<file path="config.mk">
export PLATFORM = sky130hd
export DESIGN_NAME = rlp_front_flat
export DESIGN_NICKNAME = d
export VERILOG_FILES = /design/src/hw/rtl/rlp_pkg.sv /design/src/hw/rtl/rlp_byte_if.sv /design/src/hw/rtl/rlp_front.sv /design/src/flat_wrapper.sv
export SDC_FILE = /design/constraint.sdc
export NUM_CORES = 1
export LEC_CHECK = 0
export BUFFER_PORTS_ARGS = -buffer_cell sky130_fd_sc_hd__buf_2
export CORE_MARGIN = 1
export CORE_UTILIZATION = 40
export CTS_CLUSTER_SIZE = 14
export DETAILED_ROUTE_END_ITERATION = 8
export GPL_TIMING_DRIVEN = 0
export PLACE_DENSITY = 0.71
export SLEW_MARGIN = 20
export SYNTH_ARGS = -nofsm -noshare
export SYNTH_HDL_FRONTEND = slang
export SYNTH_SLANG_ARGS = --single-unit
</file>
<file path="constraint.sdc">
create_clock -name i_clk -period 3.54 [get_ports i_clk]
set_input_delay 0.708 -clock i_clk [delete_from_list [all_inputs] [get_ports i_clk]]
set_output_delay 0.708 -clock i_clk [all_outputs]
set_load 0.01 [all_outputs]
</file>
<file path="src/hw/rtl/rlp_pkg.sv">
package rlp_pkg;

    localparam int MAX_LENGTH_BYTES = 8;
    localparam int FIELD_COUNT      = 7;

    localparam int BUF_LEN_W   = 32;
    localparam int LEN_W       = 64;
    localparam int FIELD_IDX_W = 3;
    localparam int LEN_CNT_W   = 4;

    localparam int QUEUE_DEPTH = 2;
    localparam int QUEUE_PTR_W = $clog2(QUEUE_DEPTH);
    localparam int QUEUE_CNT_W = $clog2(QUEUE_DEPTH + 1);

    localparam logic [7:0] SINGLE_BYTE_MAX = 8'h7f;
    localparam logic [7:0] SHORT_STR_MAX   = 8'hb7;
    localparam logic [7:0] LONG_STR_MAX    = 8'hbf;
    localparam logic [7:0] SHORT_LIST_MAX  = 8'hf7;

    localparam logic [1:0] STAT_PARSING  = 2'd0;
    localparam logic [1:0] STAT_COMPLETE = 2'd1;
    localparam logic [1:0] STAT_ERROR    = 2'd2;

    typedef enum logic [2:0] {
        PH_HEADER,
        PH_LENGTH,
        PH_CONTENT,
        PH_DONE,
        PH_ERROR
    } t_phase;

    typedef struct packed {
        logic [7:0]           data_byte;
        logic                 last_byte;
        logic [BUF_LEN_W-1:0] room;
    } t_queue_entry;

    typedef struct packed {
        logic full;
        logic empty;
    } t_queue_stat;

endpackage

</file>
<file path="src/hw/rtl/rlp_byte_if.sv">
interface rlp_byte_if;
    logic       valid;
    logic       ready;
    logic [7:0] data_byte;
    logic       last_byte;

    modport source (output valid, output data_byte, output last_byte, input ready);
    modport sink   (input valid, input data_byte, input last_byte, output ready);
endinterface

</file>
<file path="src/hw/rtl/rlp_front.sv">
module rlp_front
    import rlp_pkg::*;
(
    input  logic                 i_clk,
    input  logic                 i_rst_n,
    input  logic                 i_cfg_wr_en,
    input  logic [BUF_LEN_W-1:0] i_cfg_wr_data,
    rlp_byte_if.sink             i_byte_chan,
    input  t_queue_stat          i_queue_stat,
    output logic                 o_push,
    output t_queue_entry         o_push_entry
);

    logic [BUF_LEN_W-1:0] r_buffer_length;
    logic [BUF_LEN_W-1:0] r_consumed;
    logic [BUF_LEN_W-1:0] n_consumed;
    logic                 accept;

    assign i_byte_chan.ready = !i_queue_stat.full;
    assign accept            = i_byte_chan.valid && !i_queue_stat.full;

    // room left in the buffer before this byte
    always_comb begin
        o_push                 = accept;
        o_push_entry.data_byte = i_byte_chan.data_byte;
        o_push_entry.last_byte = i_byte_chan.last_byte;
        if (r_consumed < r_buffer_length) begin
            o_push_entry.room = r_buffer_length - r_consumed;
        end else begin
            o_push_entry.room = '0;
        end
        if (accept && (r_consumed != '1)) begin
            n_consumed = r_consumed + BUF_LEN_W'(1);
        end else begin
            n_consumed = r_consumed;
        end
    end

    always_ff @(posedge i_clk) begin
        if (!i_rst_n) begin
            r_buffer_length <= '0;
            r_consumed      <= '0;
        end else begin
            if (i_cfg_wr_en) begin
                r_buffer_length <= i_cfg_wr_data;
            end
            r_consumed <= n_consumed;
        end
    end

endmodule

</file>
<file path="src/flat_wrapper.sv">
// flat-port wrapper written by rule: the top's interface ports become plain ports
module rlp_front_flat import rlp_pkg::*;
  (i_clk, i_rst_n, i_cfg_wr_en, i_cfg_wr_data, i_queue_stat, o_push, o_push_entry, i_byte_chan_valid, i_byte_chan_data_byte, i_byte_chan_last_byte, i_byte_chan_ready);
  rlp_byte_if i_byte_chan_i ();
  input  logic i_clk;
  input  logic i_rst_n;
  input  logic i_cfg_wr_en;
  input  logic [BUF_LEN_W-1:0] i_cfg_wr_data;
  input  t_queue_stat i_queue_stat;
  output logic o_push;
  output t_queue_entry o_push_entry;
  input wire logic [$bits(i_byte_chan_i.valid)-1:0] i_byte_chan_valid;
  input wire logic [$bits(i_byte_chan_i.data_byte)-1:0] i_byte_chan_data_byte;
  input wire logic [$bits(i_byte_chan_i.last_byte)-1:0] i_byte_chan_last_byte;
  output wire logic [$bits(i_byte_chan_i.ready)-1:0] i_byte_chan_ready;
  assign i_byte_chan_i.valid = i_byte_chan_valid;
  assign i_byte_chan_i.data_byte = i_byte_chan_data_byte;
  assign i_byte_chan_i.last_byte = i_byte_chan_last_byte;
  assign i_byte_chan_ready = i_byte_chan_i.ready;
  rlp_front u_core (.i_clk(i_clk), .i_rst_n(i_rst_n), .i_cfg_wr_en(i_cfg_wr_en), .i_cfg_wr_data(i_cfg_wr_data), .i_byte_chan(i_byte_chan_i), .i_queue_stat(i_queue_stat), .o_push(o_push), .o_push_entry(o_push_entry));
endmodule
</file>
==> results by stage <==
Clock tree:
- At the later pin of the worst-skew pair, clock insertion delay measures around 0.34 ns.
- In this run, CTS created clock tree buffers numbering 9.
- The clock-pin slew reported for the worst setup and hold paths after clock tree synthesis is 0.05 ns.
- In this run the deepest clock path goes through 2 buffers.
- Hold repair after CTS inserted 0 buffers.
- Clock tree synthesis selected as its root buffer the cell sky130_fd_sc_hd__clkbuf_16.
- CTS built an H-tree with a depth of 3.
- The TritonCTS clock tree is yes.
- CTS saw 64 sinks.

Critical path:
- By instance count, the cell type seen most on the critical path is sky130_fd_sc_hd__a21oi_2.
- The kind of critical path is flip-flop to output pin.
- The critical path required time is between 2 and 3 ns.
- The stage delay of the slowest cell on the critical path is roughly 0.36 ns.
- STA puts the critical path data arrival time at between 3 and 4 ns.
- In this run the worst path has a maximum fanout of 10.
- Traced cell by cell, the critical path runs through inv_2 -> ha_4 -> fa_2 -> or2b_1 -> a21oi_2 -> o21ai_2 -> a21oi_2 -> a21oi_2 -> o31a_1 -> buf_6 -> buf_12 -> buf_12 -> nor2_2 -> buf_2.
- The endpoint class of the critical path is an output pin.
- The cell family contributing the most delay on the critical path is compound AO/OA/AOI/OAI gates.
- The worst setup path is launched from a flip-flop.
- The library cell contributing the largest single delay on the critical path is sky130_fd_sc_hd__fa_2.
- The number of buffers and inverters on the critical path is 5.

Die:
- The starting utilization of the core area is 0.410.
- The count of standard-cell rows is 40.
- After floorplanning, the core was sized to cover roughly 12000 µm².
- The die covers 12700 µm².
- The top-level I/O count is 90.
- In this run the vertical extent of the chip is 113 µm.
- The x dimension of the die is 113 µm.

Route:
- The average wire per standard cell is 15.7 µm.
- The residual antenna-violating net count after detailed routing is 0.
- The overall routed net length is about 13000 µm.
- The number of remaining DRC errors is 0.
- The per-cell via count in the routed design is 5.39.
- The first TritonRoute pass finished after 5 iterations.
- For this block, the initial DRC count from the detailed router was 164.
- The final route contains 4629 vias.

Final layout:
- The layout-stage area growth over the synthesis result is 27.1%.
- In the final layout, the multi-input gates occupy 3520 µm².
- The final net count is 788.
- In the final layout, the share of cells above drive strength 1 is 0.275.
- The count of filler cells inserted in the layout is roughly 1100.
- The finished layout holds between 800 and 900 standard cells, fillers aside.
- The most common cell after layout, fill and taps aside is sky130_fd_sc_hd__buf_2.
- The area taken by flip-flops and latches is between 1000 and 1500 µm².
- The repair_antennas step left the layout with diodes totalling 0.
- The top cell types in the final layout, fill and taps aside, are 73 x sky130_fd_sc_hd__buf_2, 58 x sky130_fd_sc_hd__dfxtp_1, 44 x sky130_fd_sc_hd__inv_1, 40 x sky130_fd_sc_hd__nor2b_1, 37 x sky130_fd_sc_hd__xnor2_1.

Global routing:
- The wire length of the first global-routing pass is between 20000 and 25000 µm.
- The maximum number of pins on one net before global-route repair is 12.
- After global routing the overflow that remains totals 0.
- The global-route total usage across every layer is 0.216.
- The initial antenna violation count is 0.
- The via count of the first global-routing pass is 4524.

Timing:
- Clock skew on the completed layout was measured at approximately 0.005 ns.
- The smallest clock period supported by the final layout is computed as between 3 and 4 ns.
- For this run, the top clock speed supported by timing is between 0.2 and 0.3 GHz.
- Setup repair after global routing could not meet its margin everywhere.
- The final cycle utilization of the critical path is 1.07.
- The hold violation total from the final report is 0.
- The setup-violating endpoint count in the final report is 32.
- Setup slack on the critical path of the routed design comes to -0.232 ns.
- For the pin with the worst max-slew slack, the measured transition is between 0.7 and 0.8 ns.
- Across all hold checks on the routed design, the worst slack comes to just over 0.5 ns.
- The number of pins with negative max-slew slack in the final report is 0.
- The max-slew headroom at the worst pin is 0.484.

Logic synthesis:
- The number of synthesized register bits is 64.
- The synthesized netlist contains just over 60 unique library cells.
- Ranked by total cell area, the synthesized netlist is headed by sky130_fd_sc_hd__dfxtp_1 26%, sky130_fd_sc_hd__ha_1 8.4%, sky130_fd_sc_hd__mux2i_1 6.7%.
- The synthesized cell area is a little under 5000 µm².
- When the netlist entered floorplanning its net count stood at slightly below 700.
- Each instance of the synthesized netlist takes up on average roughly 8.1 µm².
- The synthesized design contains 0 enable-type register cells.
- The cell count after synthesis came out at 610.
- The sequential element share of the synthesized area is 0.260.
- The most used flip-flop cell after synthesis is sky130_fd_sc_hd__dfxtp_1.
- The cell taking the most area after synthesis is sky130_fd_sc_hd__dfxtp_1.
- Of all flip-flops after synthesis, the portion carrying an async set or reset was 0.
- Of the post-synthesis cell area, the dominant cell type holds 0.260.
- During synthesis, Yosys emitted a total of 0 warnings.

Place:
- Summed over all nets, the half-perimeter wirelength after detailed placement is about 9700 µm.
- The number of placed cells counting well taps is between 800 and 900.
- The count of buffers added on input and output ports is between 70 and 80.
- Routability-driven placement finished with a final weighted congestion of 0.927.

Power and ir drop:
- For this design the static power due to leakage is around 2.7 nW.
- In this run the power density over the cells is around 420 nW/µm².
- The maximum vdd ir drop is ~0.28 mV.

Run status:
- The checks that failed: negative setup slack.
- The run finished, with violations left.

Hold path:
- The worst hold path belongs to the class flip-flop to flip-flop.

Flow run:
- The tool flagged a number of max-cap violations equal to 0.
==> metal layers <==
metal | vias to the layer above | GRT usage | wire length (µm)
li1 | 2301 | - | -
met1 | 2154 | 0.250 | 5870
met2 | 140 | 0.376 | 6600
met3 | 34 | 0.0509 | 565
met4 | 0 | 0.106 | 461
met5 | - | 0 | 0
==> tightest hold or removal path: cells and delay by family (launching register included) <==
kind / cells / cell delay (ns)
DFF: 1 / 0.31
AOI/OAI and AO/OA: 2 / 0.14
==> cell type report <==
type / instances / area share
sequential: 64 / 0.207
buffer: 30 / 0.0312
multi-input combinational: 464 / 0.564
tap: 147 / 0.0294
clock inverter: 5 / 0.00881
timing repair buffer: 92 / 0.0917
inverter: 46 / 0.0276
clock buffer: 11 / 0.0404
==> synth_stat cells, types with 10 or more instances <==
cell,instances
sky130_fd_sc_hd__and2_1,29
sky130_fd_sc_hd__nor2_1,55
sky130_fd_sc_hd__nor2b_1,40
sky130_fd_sc_hd__dfxtp_1,64
sky130_fd_sc_hd__nand4_1,18
sky130_fd_sc_hd__a21oi_1,39
sky130_fd_sc_hd__mux2i_1,33
sky130_fd_sc_hd__ha_1,33
sky130_fd_sc_hd__nand2_1,30
sky130_fd_sc_hd__o21ai_0,16
sky130_fd_sc_hd__nand3_1,20
sky130_fd_sc_hd__inv_1,46
sky130_fd_sc_hd__xnor2_1,37
sky130_fd_sc_hd__xor2_1,15
sky130_fd_sc_hd__nor3_1,10
sky130_fd_sc_hd__clkbuf_1,14
==> where the power goes <==
| group | internal [mW] | switching [mW] |
|---|---|---|
| clock network | 0.580 | 0.322 |
| registers | 0.744 | 0.0199 |
| logic | 0.471 | 0.515 |
==> sequential cells by signal, summed over array words and instances (netlist names) <==
register / flops
u_core.r_buffer_length: 32
u_core.r_consumed: 32
==> repair_timing <==
item | CTS | global route
gates resized for setup | 61 | 27
pin swaps | 19 | 9
endpoints found under the setup margin | 32 | 32
hold endpoints to repair | 0 | 0
setup buffers | 12 | 4
gates cloned | 1 | 0
==> kinds of logic (layout without fill, tap and decap cells) <==
kind of cell | after synthesis | count (layout) | synth area share
mux | 36 | 36 | 0.0740
fa+ha+maj | 34 | 34 | 0.0880
simple gates | 238 | 238 | 0.262
flops | 64 | 64 | 0.260
buf+inv | 82 | 184 | 0.0758
xor+xnor | 52 | 52 | 0.0926
compound gates | 104 | 104 | 0.148
==> metrics by stage <==
stage | TNS, ns | setup WS [ns] | cell area (µm²) | power [mW] | utilization
2_1_floorplan | 0 | 0.249 | 4920 | 1.32 | -
3_3_place_gp | -1.48 | -0.160 | 5490 | 1.54 | 0.457
3_5_place_dp | -1.67 | -0.161 | 5490 | 1.54 | 0.457
4_1_cts | -5.73 | -0.245 | 6170 | 2.62 | 0.513
5_1_grt | -8.47 | -0.343 | 6250 | 2.78 | 0.520
6_report | -5.04 | -0.232 | 6250 | 2.65 | 0.520
==> final timing paths <==
check                                          from                                  to  slack [ns]  cells after the start
min              u_core.r_consumed[31]$_SDFFE_PN0P_  u_core.r_consumed[31]$_SDFFE_PN0P_        0.50                      2
max          u_core.r_buffer_length[0]$_SDFFE_PN0P_                    o_push_entry[30]       -0.23                     14
min reg2reg      u_core.r_consumed[31]$_SDFFE_PN0P_  u_core.r_consumed[31]$_SDFFE_PN0P_        0.50                      2
max reg2reg       u_core.r_consumed[8]$_SDFFE_PN0P_   u_core.r_consumed[7]$_SDFFE_PN0P_        1.20                      8
Note: power is estimated with default switching activity, not from simulation.
