### config.mk
export PLATFORM = sky130hd
export DESIGN_NAME = rlp_queue
export DESIGN_NICKNAME = d
export VERILOG_FILES = /design/src/hw/rtl/rlp_pkg.sv /design/src/hw/rtl/rlp_queue.sv
export SDC_FILE = /design/constraint.sdc
export NUM_CORES = 1
export LEC_CHECK = 0
export ABC_CLOCK_PERIOD_IN_PS = 3850
export BUFFER_PORTS_ARGS = -buffer_cell sky130_fd_sc_hd__buf_2
export CAP_MARGIN = 25
export CORE_MARGIN = 2
export CORE_UTILIZATION = 55
export DETAILED_ROUTE_END_ITERATION = 7
export PLACE_DENSITY = 0.83
export SLEW_MARGIN = 30
export SYNTH_ARGS = -nofsm -noshare
export SYNTH_HDL_FRONTEND = slang
export SYNTH_SLANG_ARGS = --single-unit
### constraint.sdc
create_clock -name i_clk -period 3.85 [get_ports i_clk]
set_input_delay 1.155 -clock i_clk [delete_from_list [all_inputs] [get_ports i_clk]]
set_output_delay 1.155 -clock i_clk [all_outputs]
set_load 0.02 [all_outputs]
### src/hw/rtl/rlp_pkg.sv
package rlp_pkg;

    localparam int MAX_LENGTH_BYTES = 8;
    localparam int FIELD_COUNT      = 7;

    localparam int BUF_LEN_W   = 32;
    localparam int LEN_W       = 64;
    localparam int FIELD_IDX_W = 3;
    localparam int LEN_CNT_W   = 4;

    localparam int QUEUE_DEPTH = 2;
    localparam int QUEUE_PTR_W = $clog2(QUEUE_DEPTH);
    localparam int QUEUE_CNT_W = $clog2(QUEUE_DEPTH + 1);

    localparam logic [7:0] SINGLE_BYTE_MAX = 8'h7f;
    localparam logic [7:0] SHORT_STR_MAX   = 8'hb7;
    localparam logic [7:0] LONG_STR_MAX    = 8'hbf;
    localparam logic [7:0] SHORT_LIST_MAX  = 8'hf7;

    localparam logic [1:0] STAT_PARSING  = 2'd0;
    localparam logic [1:0] STAT_COMPLETE = 2'd1;
    localparam logic [1:0] STAT_ERROR    = 2'd2;

    typedef enum logic [2:0] {
        PH_HEADER,
        PH_LENGTH,
        PH_CONTENT,
        PH_DONE,
        PH_ERROR
    } t_phase;

    typedef struct packed {
        logic [7:0]           data_byte;
        logic                 last_byte;
        logic [BUF_LEN_W-1:0] room;
    } t_queue_entry;

    typedef struct packed {
        logic full;
        logic empty;
    } t_queue_stat;

endpackage

### src/hw/rtl/rlp_queue.sv
module rlp_queue
    import rlp_pkg::*;
(
    input  logic         i_clk,
    input  logic         i_rst_n,
    input  logic         i_push,
    input  t_queue_entry i_push_entry,
    input  logic         i_pop,
    output t_queue_entry o_head,
    output t_queue_stat  o_stat
);

    t_queue_entry               r_mem [QUEUE_DEPTH];
    logic [QUEUE_PTR_W-1:0]     r_wr_ptr;
    logic [QUEUE_PTR_W-1:0]     r_rd_ptr;
    logic [QUEUE_CNT_W-1:0]     r_count;
    logic                       do_push;
    logic                       do_pop;

    assign o_stat.full  = (r_count == QUEUE_CNT_W'(QUEUE_DEPTH));
    assign o_stat.empty = (r_count == '0);
    assign do_push      = i_push && !o_stat.full;
    assign do_pop       = i_pop && !o_stat.empty;
    assign o_head       = r_mem[r_rd_ptr];

    always_ff @(posedge i_clk) begin
        if (do_push) begin
            r_mem[r_wr_ptr] <= i_push_entry;
        end
    end

    always_ff @(posedge i_clk) begin
        if (!i_rst_n) begin
            r_wr_ptr <= '0;
            r_rd_ptr <= '0;
            r_count  <= '0;
        end else begin
            if (do_push) begin
                if (r_wr_ptr == QUEUE_PTR_W'(QUEUE_DEPTH - 1)) begin
                    r_wr_ptr <= '0;
                end else begin
                    r_wr_ptr <= r_wr_ptr + QUEUE_PTR_W'(1);
                end
            end
            if (do_pop) begin
                if (r_rd_ptr == QUEUE_PTR_W'(QUEUE_DEPTH - 1)) begin
                    r_rd_ptr <= '0;
                end else begin
                    r_rd_ptr <= r_rd_ptr + QUEUE_PTR_W'(1);
                end
            end
            case ({do_push, do_pop})
                2'b10: begin
                    r_count <= r_count + QUEUE_CNT_W'(1);
                end
                2'b01: begin
                    r_count <= r_count - QUEUE_CNT_W'(1);
                end
                default: begin
                    r_count <= r_count;
                end
            endcase
        end
    end

endmodule

==> results of run 1 <==
==> registers in the layout, summed over array words and instances (netlist names), named ones only <==
signal / count
r_count: 2
r_wr_ptr: 1
r_mem: 82
r_rd_ptr: 1
==> cell usage in the layout, fill, tap and decap left out <==
master / netlist / routed
a21boi_1: 2 / 2
and2_1: 1 / 1
and3_4: 0 / 1
buf_2: 4 / 87
buf_4: 0 / 3
bufinv_16: 0 / 2
clkbuf_1: 1 / 1
clkbuf_8: 0 / 9
clkinv_1: 0 / 3
clkinv_4: 0 / 2
dfxtp_1: 5 / 4
dfxtp_2: 0 / 1
edfxtp_1: 82 / 82
ha_1: 1 / 1
inv_1: 2 / 1
inv_2: 1 / 1
mux2_2: 41 / 41
nand2_1: 1 / 1
nand2b_2: 1 / 1
nor2_1: 1 / 1
nor2b_1: 2 / 2
o21a_1: 1 / 1
o21ai_0: 2 / 2
or3_1: 2 / 2
xnor2_1: 3 / 3
==> per-layer routing <==
metal | vias to the layer above | track usage
met4 | 0 | 0.100
met3 | 16 | 0.0517
met2 | 62 | 0.269
li1 | 793 | -
met5 | - | 0
met1 | 822 | 0.197
==> logic make-up (layout without fill, tap and decap cells) <==
family          after synthesis  count (layout)
flops                        87              87
xor+xnor                      3               3
fa+ha+maj                     1               1
mux                          41              41
buf+inv                       8             109
simple gates                  9               9
compound gates                5               5
==> worst reg2reg max path: cells and delay by family (launching register included) <==
kind / cells / cell delay [ns]
buffers and inverters: 3 / 0.56
and+or+nand+nor: 2 / 0.51
DFF: 1 / 0.41
==> through the flow <==
step,cell area [sq um],worst slack [ns],std cells,utilization
after floorplan,3180,1.10,154,-
after global placement,3710,1.23,311,0.670
after detailed placement,3710,1.22,311,0.670
after CTS,3920,0.837,327,0.708
after global routing,3930,0.754,327,0.709
final,3930,0.874,327,0.709
==> power groups by stage <==
stage,logic (mW),registers [mW],clock network [mW]
global placement,0.777,1.29,0
floorplan,0.583,1.25,0
detailed placement,0.788,1.29,0
CTS,0.794,1.27,0.672
finish,0.785,1.27,0.659
global route,0.837,1.29,0.710
==> cell type report <==
class	count	area, sq um
fillers	375	1610
repair buffers	90	458
inverters	3	11.3
well taps	72	90.1
clock buffers	10	128
flip-flops and latches	87	2560
multi-input cells	59	592
clock inverters	6	85.1
==> final timing paths <==
check	cells after the start	slack [ns]	endpoint
max	3	0.87	o_head[11]
max reg2reg	5	2.01	r_mem[0][0]
min reg2reg	2	0.51	r_wr_ptr
min	2	0.51	r_wr_ptr
==> flow_summary.ini, run 1 <==
[synth]
muxShareOfSynthArea = 0.145
yosysMostFrequentCell = edfxtp_1
syn_inst = 154
synth_common_cells = edfxtp_1, mux2_2, dfxtp_1, buf_2, xnor2_1
synth_top_family_by_area = multiplexers
synth-seq-area-share = 0.805
synth_simple_gate_area_frac = 0.0169
synth_top_area_share = 0.773
synthXorXnorAreaFrac = 0.00825
yosys.cell_types.count = 19
yosysTopAreaCell = edfxtp_1
yosysWarnings = 0
synth_area_sq_um = 3180
synth.avg_cell_area_sq_um = 20.7
ys_top_cells_by_area = edfxtp_1, mux2_2, dfxtp_1, xnor2_1, buf_2
ys.flop_type = edfxtp_1
synth_fa_ha_area_frac = 0.00393
synthArstFlopShare = 0
synth_compound_gate_area_share = 0.0102
synth_seq_cells = 87
synth_nets = 200
synth_edf_count = 82

[die]
dieHeight_microns = 80.1
num_rows = 27
coreArea_sq_um = 5540
die_w_microns = 80.1
dieArea_sq_um = 6410
initial_core_util = 0.575
num_io_pins = 88

[timing]
min_period_ns = 2.98
rsz0062_at_grt = no
tightest_slew_ns = 0.550
max_freq_mhz = 336
finalHoldViolations = 0
setup_tns_ns = 0
slew_headroom = 0.633
slew_violations = 0
whs_ns = 0.506
skew_ns = 0.00651
finalSetupViolCount = 0
min_period_over_period = 0.773

[setup_path]
worstPathRequired_ns = 2.69
critPathSlowestCell = dfxtp_2
max_stage_delay_ns = 0.65
critPathBufInv = 2
cp_cell_sequence = buf_4, mux2_2, buf_2
critPathLaunchType = flop
reg2reg_from = r_count[0]
critPathTopFamily = flip-flops
arrival_ns = 1.82
endpoint_kind = primary output
path_max_fanout = 22
path_class = reg -> out

[drt]
drt_iter0_drc = 106
route.met3.wl_microns = 332
route.detailed.drc = 0
maxUsedRoutingLayer = met4
met2_length_microns = 2600
routedLengthMet1_microns = 2020
routed_wl_microns = 5090
wl_per_cell_microns = 15.6
firstDrtPassIters = 4
vias = 1693
ant_nets = 0
routed_via_density = 5.18

[power_and_ir_drop]
combPwrFrac = 0.289
power_frac_seq = 0.468
vdd_drop_max_uv = 563
power.leakage_nw = 1.48
p_per_area_nw_per_um2 = 691
power.switching_uw = 817
total_power_mw = 2.71
pwr-share-clk = 0.243
switching_share = 0.301
power.internal_mw = 1.90

[clocking]
holdBufCountCts = 0
htreeDepth = 3
clockBufferDepth = 2
cts-resized-gates = 0
cts_buffers = 9
clockRootBuffer = clkbuf_8
clk_pin_slew_ns = 0.08
worstSkewPairLatency_ns = 0.34
clock-sinks = 87
cts_tree = yes
post_cts_buffers = 0

[min_path]
hp-class = reg -> reg
hold_path.startpoint = r_wr_ptr

[global_routing]
antenna_found_initial = 0
grt_max_degree = 42
grt_first_pass_wirelength_microns = 7640
grt_overflow = 0
grt_pass1_vias = 1660
grt_use_total = 0.167

[cells_and_area]
area_growth_pct = 23.3
drive_above_1_share = 0.580
num_antenna_cells = 0
nets = 296

[placement]
io_buffers = 87
place_congestion = 0.707
hpwl_microns = 3360

[run]
drv_cap = 0

[outcome]
outcome = complete, no violations
Note: power is estimated with default switching activity, not from simulation.
==> inputs of run 2 (changes only) <==
--- a/config.mk
+++ b/config.mk
@@ -5,13 +5,13 @@
 export SDC_FILE = /design/constraint.sdc
 export NUM_CORES = 1
 export LEC_CHECK = 0
-export ABC_CLOCK_PERIOD_IN_PS = 3850
+export ABC_CLOCK_PERIOD_IN_PS = 2900
 export BUFFER_PORTS_ARGS = -buffer_cell sky130_fd_sc_hd__buf_2
 export CAP_MARGIN = 25
 export CORE_MARGIN = 2
-export CORE_UTILIZATION = 55
+export CORE_UTILIZATION = 51
 export DETAILED_ROUTE_END_ITERATION = 7
-export PLACE_DENSITY = 0.83
+export PLACE_DENSITY = 0.78
 export SLEW_MARGIN = 30
 export SYNTH_ARGS = -nofsm -noshare
 export SYNTH_HDL_FRONTEND = slang
==> constraint.sdc (replaced) <==
create_clock -name i_clk -period 2.9 [get_ports i_clk]
set_input_delay 0.87 -clock i_clk [delete_from_list [all_inputs] [get_ports i_clk]]
set_output_delay 0.87 -clock i_clk [all_outputs]
set_load 0.02 [all_outputs]
==> flow_summary.ini, run 2 (same netlist as run 1, synthesis figures left out) <==
[outcome]
outcome = complete, no violations

[clocking]
worstSkewPairLatency_ns = 0.33
clk_pin_slew_ns = 0.08
clockRootBuffer = clkbuf_8
cts_buffers = 9
cts-resized-gates = 0
post_cts_buffers = 0
htreeDepth = 3
clock-sinks = 87
cts_tree = yes
clockBufferDepth = 2
holdBufCountCts = 0

[drt]
routed_via_density = 5.11
vias = 1686
wl_per_cell_microns = 16.2
routed_wl_microns = 5360
route.detailed.drc = 0
ant_nets = 0
drt_iter0_drc = 75
firstDrtPassIters = 4

[placement]
place_congestion = 0.716
dp_cells = 314
io_buffers = 87
dp_worst_setup_slack_ns = 0.853
hpwl_microns = 3440

[timing]
finalSetupViolCount = 0
rsz0062_at_grt = no
min_period_ns = 2.33
finalHoldViolations = 0
fin_ws_ns = 0.569
skew_ns = 0.00429
min_period_over_period = 0.804
slew_violations = 0
tightest_slew_ns = 0.571
slew_headroom = 0.620
max_freq_mhz = 429
setup_tns_ns = 0

[cells_and_area]
drive_above_1_share = 0.588
layout.cells.non_filler = 330
nets = 296
largest_registers = r_mem (82), r_count (2)
largest_reg_flops = 82
regMostFlops = r_mem
num-fill-cells = 422
num_antenna_cells = 0
layout_common_cells = buf_2, edfxtp_1, mux2_2
area_growth_pct = 25.6
final_common_cell = buf_2
final_util = 0.668

[setup_path]
critPathTopFamily = buffers and inverters
endpoint_kind = primary output
path_class = reg -> out
critPathLaunchType = flop
arrival_ns = 1.46
worstPathRequired_ns = 2.03
cp_cell_sequence = buf_12, mux2_2, buf_2
path_max_fanout = 41
critPathSlowestCell = mux2_2
max_stage_delay_ns = 0.38
critPathBufInv = 2

[die]
die_w_microns = 83.0
coreArea_sq_um = 5990
dieHeight_microns = 83.0
num_rows = 28
num_io_pins = 88
initial_core_util = 0.532
dieArea_sq_um = 6890

[power_and_ir_drop]
pwr-share-clk = 0.276
switching_share = 0.287
power.internal_mw = 2.71
vdd_drop_max_uv = 665
power.leakage_nw = 1.51
power_frac_seq = 0.433
combPwrFrac = 0.291
power.switching_mw = 1.09
p_per_area_nw_per_um2 = 950

[global_routing]
antenna_found_initial = 0
grt_overflow = 0
grt_max_degree = 42
grt_use_total = 0.164
grt_pass1_vias = 1790
grt_first_pass_wirelength_microns = 8750

[run]
drv_cap = 0

[min_path]
hp-class = reg -> reg
## run 2: cell count changes in the layout (fill, tap and decap cells not counted)
cell	previous run	this run
clkinv_1	3	1
buf_12	0	2
clkinv_2	0	1
and3_2	0	1
clkinvlp_4	0	1
and3_4	1	0
bufinv_16	2	4
buf_4	3	1
clkinv_4	2	0
## run 2: metrics by stage
stage	hold WS [ns]	instance area (sq um)	total power, mW
3_3_place_gp	0.477	3740	2.77
2_1_floorplan	0.457	3180	2.43
5_1_grt	0.564	4000	3.98
6_report	0.513	4000	3.80
3_5_place_dp	0.495	3740	2.79
4_1_cts	0.508	4000	3.85
## run 2: power by group through the flow
stage	sequential, mW	combinational [mW]	clock [mW]
2_1_floorplan	1.66	0.774	0
3_3_place_gp	1.66	1.10	0
3_5_place_dp	1.68	1.12	0
4_1_cts	1.65	1.12	1.07
5_1_grt	1.66	1.19	1.13
6_report	1.65	1.11	1.05
## run 2: path summary, 6_finish.rpt
check	from	endpoint	slack, ns	depth (start not counted)
hold / removal	r_wr_ptr	r_wr_ptr	0.51	2
hold reg to reg	r_wr_ptr	r_wr_ptr	0.51	2
setup / recovery	flop	o_head[8]	0.57	3
setup reg to reg	r_count[0]	r_mem[1][21]	1.27	3
## run 2: final cells by class
class / count / area [sq um] / area share
Clock buffer: 10 / 128 / 0.0319
Clock inverter: 6 / 133 / 0.0332
Inverter: 3 / 11.3 / 0.00282
Multi-Input combinational cell: 59 / 588 / 0.147
Sequential cell: 87 / 2560 / 0.641
Tap cell: 75 / 93.8 / 0.0235
Timing Repair Buffer: 90 / 483 / 0.121
## run 2: layer usage
layer	part of all wire	global-route usage	wire length, microns
met3	0.051	0.0348	275
met4	0.019	0.0849	104
met1	0.42	0.213	2250
met5	0	0	0
met2	0.51	0.262	2730
## run 2: tightest hold or removal path, cell delays in order (launching register included)
cell and delay, ns:
dfxtp_1 0.33, o21ai_0 0.07, a21boi_1 0.07
==> inputs of run 3 (changes only) <==
--- a/config.mk
+++ b/config.mk
@@ -5,13 +5,13 @@
 export SDC_FILE = /design/constraint.sdc
 export NUM_CORES = 1
 export LEC_CHECK = 0
-export ABC_CLOCK_PERIOD_IN_PS = 2900
+export ABC_CLOCK_PERIOD_IN_PS = 2100
 export BUFFER_PORTS_ARGS = -buffer_cell sky130_fd_sc_hd__buf_2
 export CAP_MARGIN = 25
 export CORE_MARGIN = 2
-export CORE_UTILIZATION = 51
+export CORE_UTILIZATION = 46
 export DETAILED_ROUTE_END_ITERATION = 7
-export PLACE_DENSITY = 0.78
+export PLACE_DENSITY = 0.74
 export SLEW_MARGIN = 30
 export SYNTH_ARGS = -nofsm -noshare
 export SYNTH_HDL_FRONTEND = slang
==> constraint.sdc (replaced) <==
create_clock -name i_clk -period 2.1 [get_ports i_clk]
set_input_delay 0.63 -clock i_clk [delete_from_list [all_inputs] [get_ports i_clk]]
set_output_delay 0.63 -clock i_clk [all_outputs]
set_load 0.02 [all_outputs]
==> flow_summary.ini, run 3 (same netlist as run 1, synthesis figures left out) <==
[setup_path]
critPathTopFamily = flip-flops
max_stage_delay_ns = 0.40
r2r_cells = 5
crit_cells = 3
path_class = reg -> out
cp_cell_sequence = buf_12, mux2_2, buf_4
path_max_fanout = 16
endpoint_kind = primary output
r2r_setup_slack_ns = 0.42
reg2reg_from = r_count[0]
critPathBufInv = 2
worstPathRequired_ns = 1.47
arrival_ns = 1.41
critPathLaunchType = flop
reg2reg_to = r_mem[0][7]
endpoint = o_head[33]
critPathSlowestCell = dfxtp_4

[placement]
hpwl_microns = 3250
place_congestion = 0.718
io_buffers = 87
post_dp_cell_area_sq_um = 3770

[clocking]
cts_tree = yes
clk_pin_slew_ns = 0.08
cts_buffers = 9
clockBufferDepth = 2
clockRootBuffer = clkbuf_8
clock-sinks = 87
htreeDepth = 3
worstSkewPairLatency_ns = 0.34

[timing]
finalHoldViolations = 0
tightest_slew_ns = 0.241
rsz0062_at_grt = yes
min_period_over_period = 0.972
max_freq_mhz = 490
min_period_ns = 2.04
skew_ns = 0.00764
finalSetupViolCount = 0
slew_headroom = 0.839
slew_violations = 0
setup_tns_ns = 0

[outcome]
outcome = complete, no violations

[global_routing]
grt_use_total = 0.139
grt_first_pass_wirelength_microns = 7730
grt_pass1_vias = 1657
antenna_found_initial = 0
grt_overflow = 0
grt_max_degree = 42

[drt]
drt_iter0_drc = 68
firstDrtPassIters = 4
vias = 1658
routed_wl_microns = 5130
route.detailed.drc = 0
wl_per_cell_microns = 15.2
routed_via_density = 4.92
ant_nets = 0

[power_and_ir_drop]
vdd_drop_max_uv = 933
power.leakage_nw = 1.48
total_power_mw = 4.82
p_per_area_nw_per_um2 = 1210

[die]
num_io_pins = 88
dieArea_sq_um = 7600
initial_core_util = 0.471
coreArea_sq_um = 6760
num_rows = 30
dieHeight_microns = 87.2
die_w_microns = 87.2

[cells_and_area]
final_util = 0.587
largest_reg_flops = 82
nets = 298
final_common_cell = buf_2
layout_common_cells = buf_2, edfxtp_1, mux2_2
area_growth_pct = 24.6
drive_above_1_share = 0.580
final_area_sq_um = 3970
regMostFlops = r_mem
largest_registers = r_mem (82), r_count (2)
num_antenna_cells = 0

[min_path]
hp-class = in -> reg

[run]
drv_cap = 0
[run 3: timing repair]
item	CTS	global route
hold buffers	0	0
resized for setup	1	4
endpoints found under the setup margin	16	22
gates cloned	0	1
buffers inserted	0	0
[run 3: cell type report]
class                      count  area, sq um
fill                         547         2790
sequential                    87         2570
multi-input combinational     59          588
timing repair buffer          92          543
clock buffer                  10          128
tap                           80          100
clock inverter                 6         27.5
inverter                       3         15.0
[run 3: per-stage QoR]
step	hold WS [ns]	std cells	setup WS, ns
floorplan	0.457	154	0.0312
global placement	0.471	320	0.264
detailed placement	0.513	320	0.235
CTS	0.450	336	0.0103
global route	0.445	337	0.00195
finish	0.473	337	0.0578
[run 3: worst min-delay path by stage]
stage                startpoint      endpoint  slack [ns]  cells past startpoint
5_1_grt         i_push_entry[0]   r_mem[0][0]        0.44                      1
2_1_floorplan          r_wr_ptr      r_wr_ptr        0.46                      2
3_5_place_dp           r_wr_ptr      r_wr_ptr        0.51                      2
4_1_cts        i_push_entry[36]  r_mem[1][36]        0.45                      1
3_3_place_gp           r_wr_ptr      r_wr_ptr        0.47                      2
6_report       i_push_entry[26]  r_mem[0][26]        0.47                      1
[run 3: per-layer routing]
metal	vias to the layer above	part of all wire	GRT usage
li1	795	-	-
met1	797	0.43	0.157
met2	58	0.50	0.234
met3	8	0.067	0.0597
met4	0	0.011	0.0503
met5	-	0	0
[run 3: where the power goes]
group	switching, mW	leakage (nW)	total (mW)	internal [mW]
clock	0.527	0.0762	0.939	0.412
sequential	0.0884	0.809	2.28	2.19
combinational	0.886	0.595	1.60	0.712
total	1.50	1.48	4.82	3.32
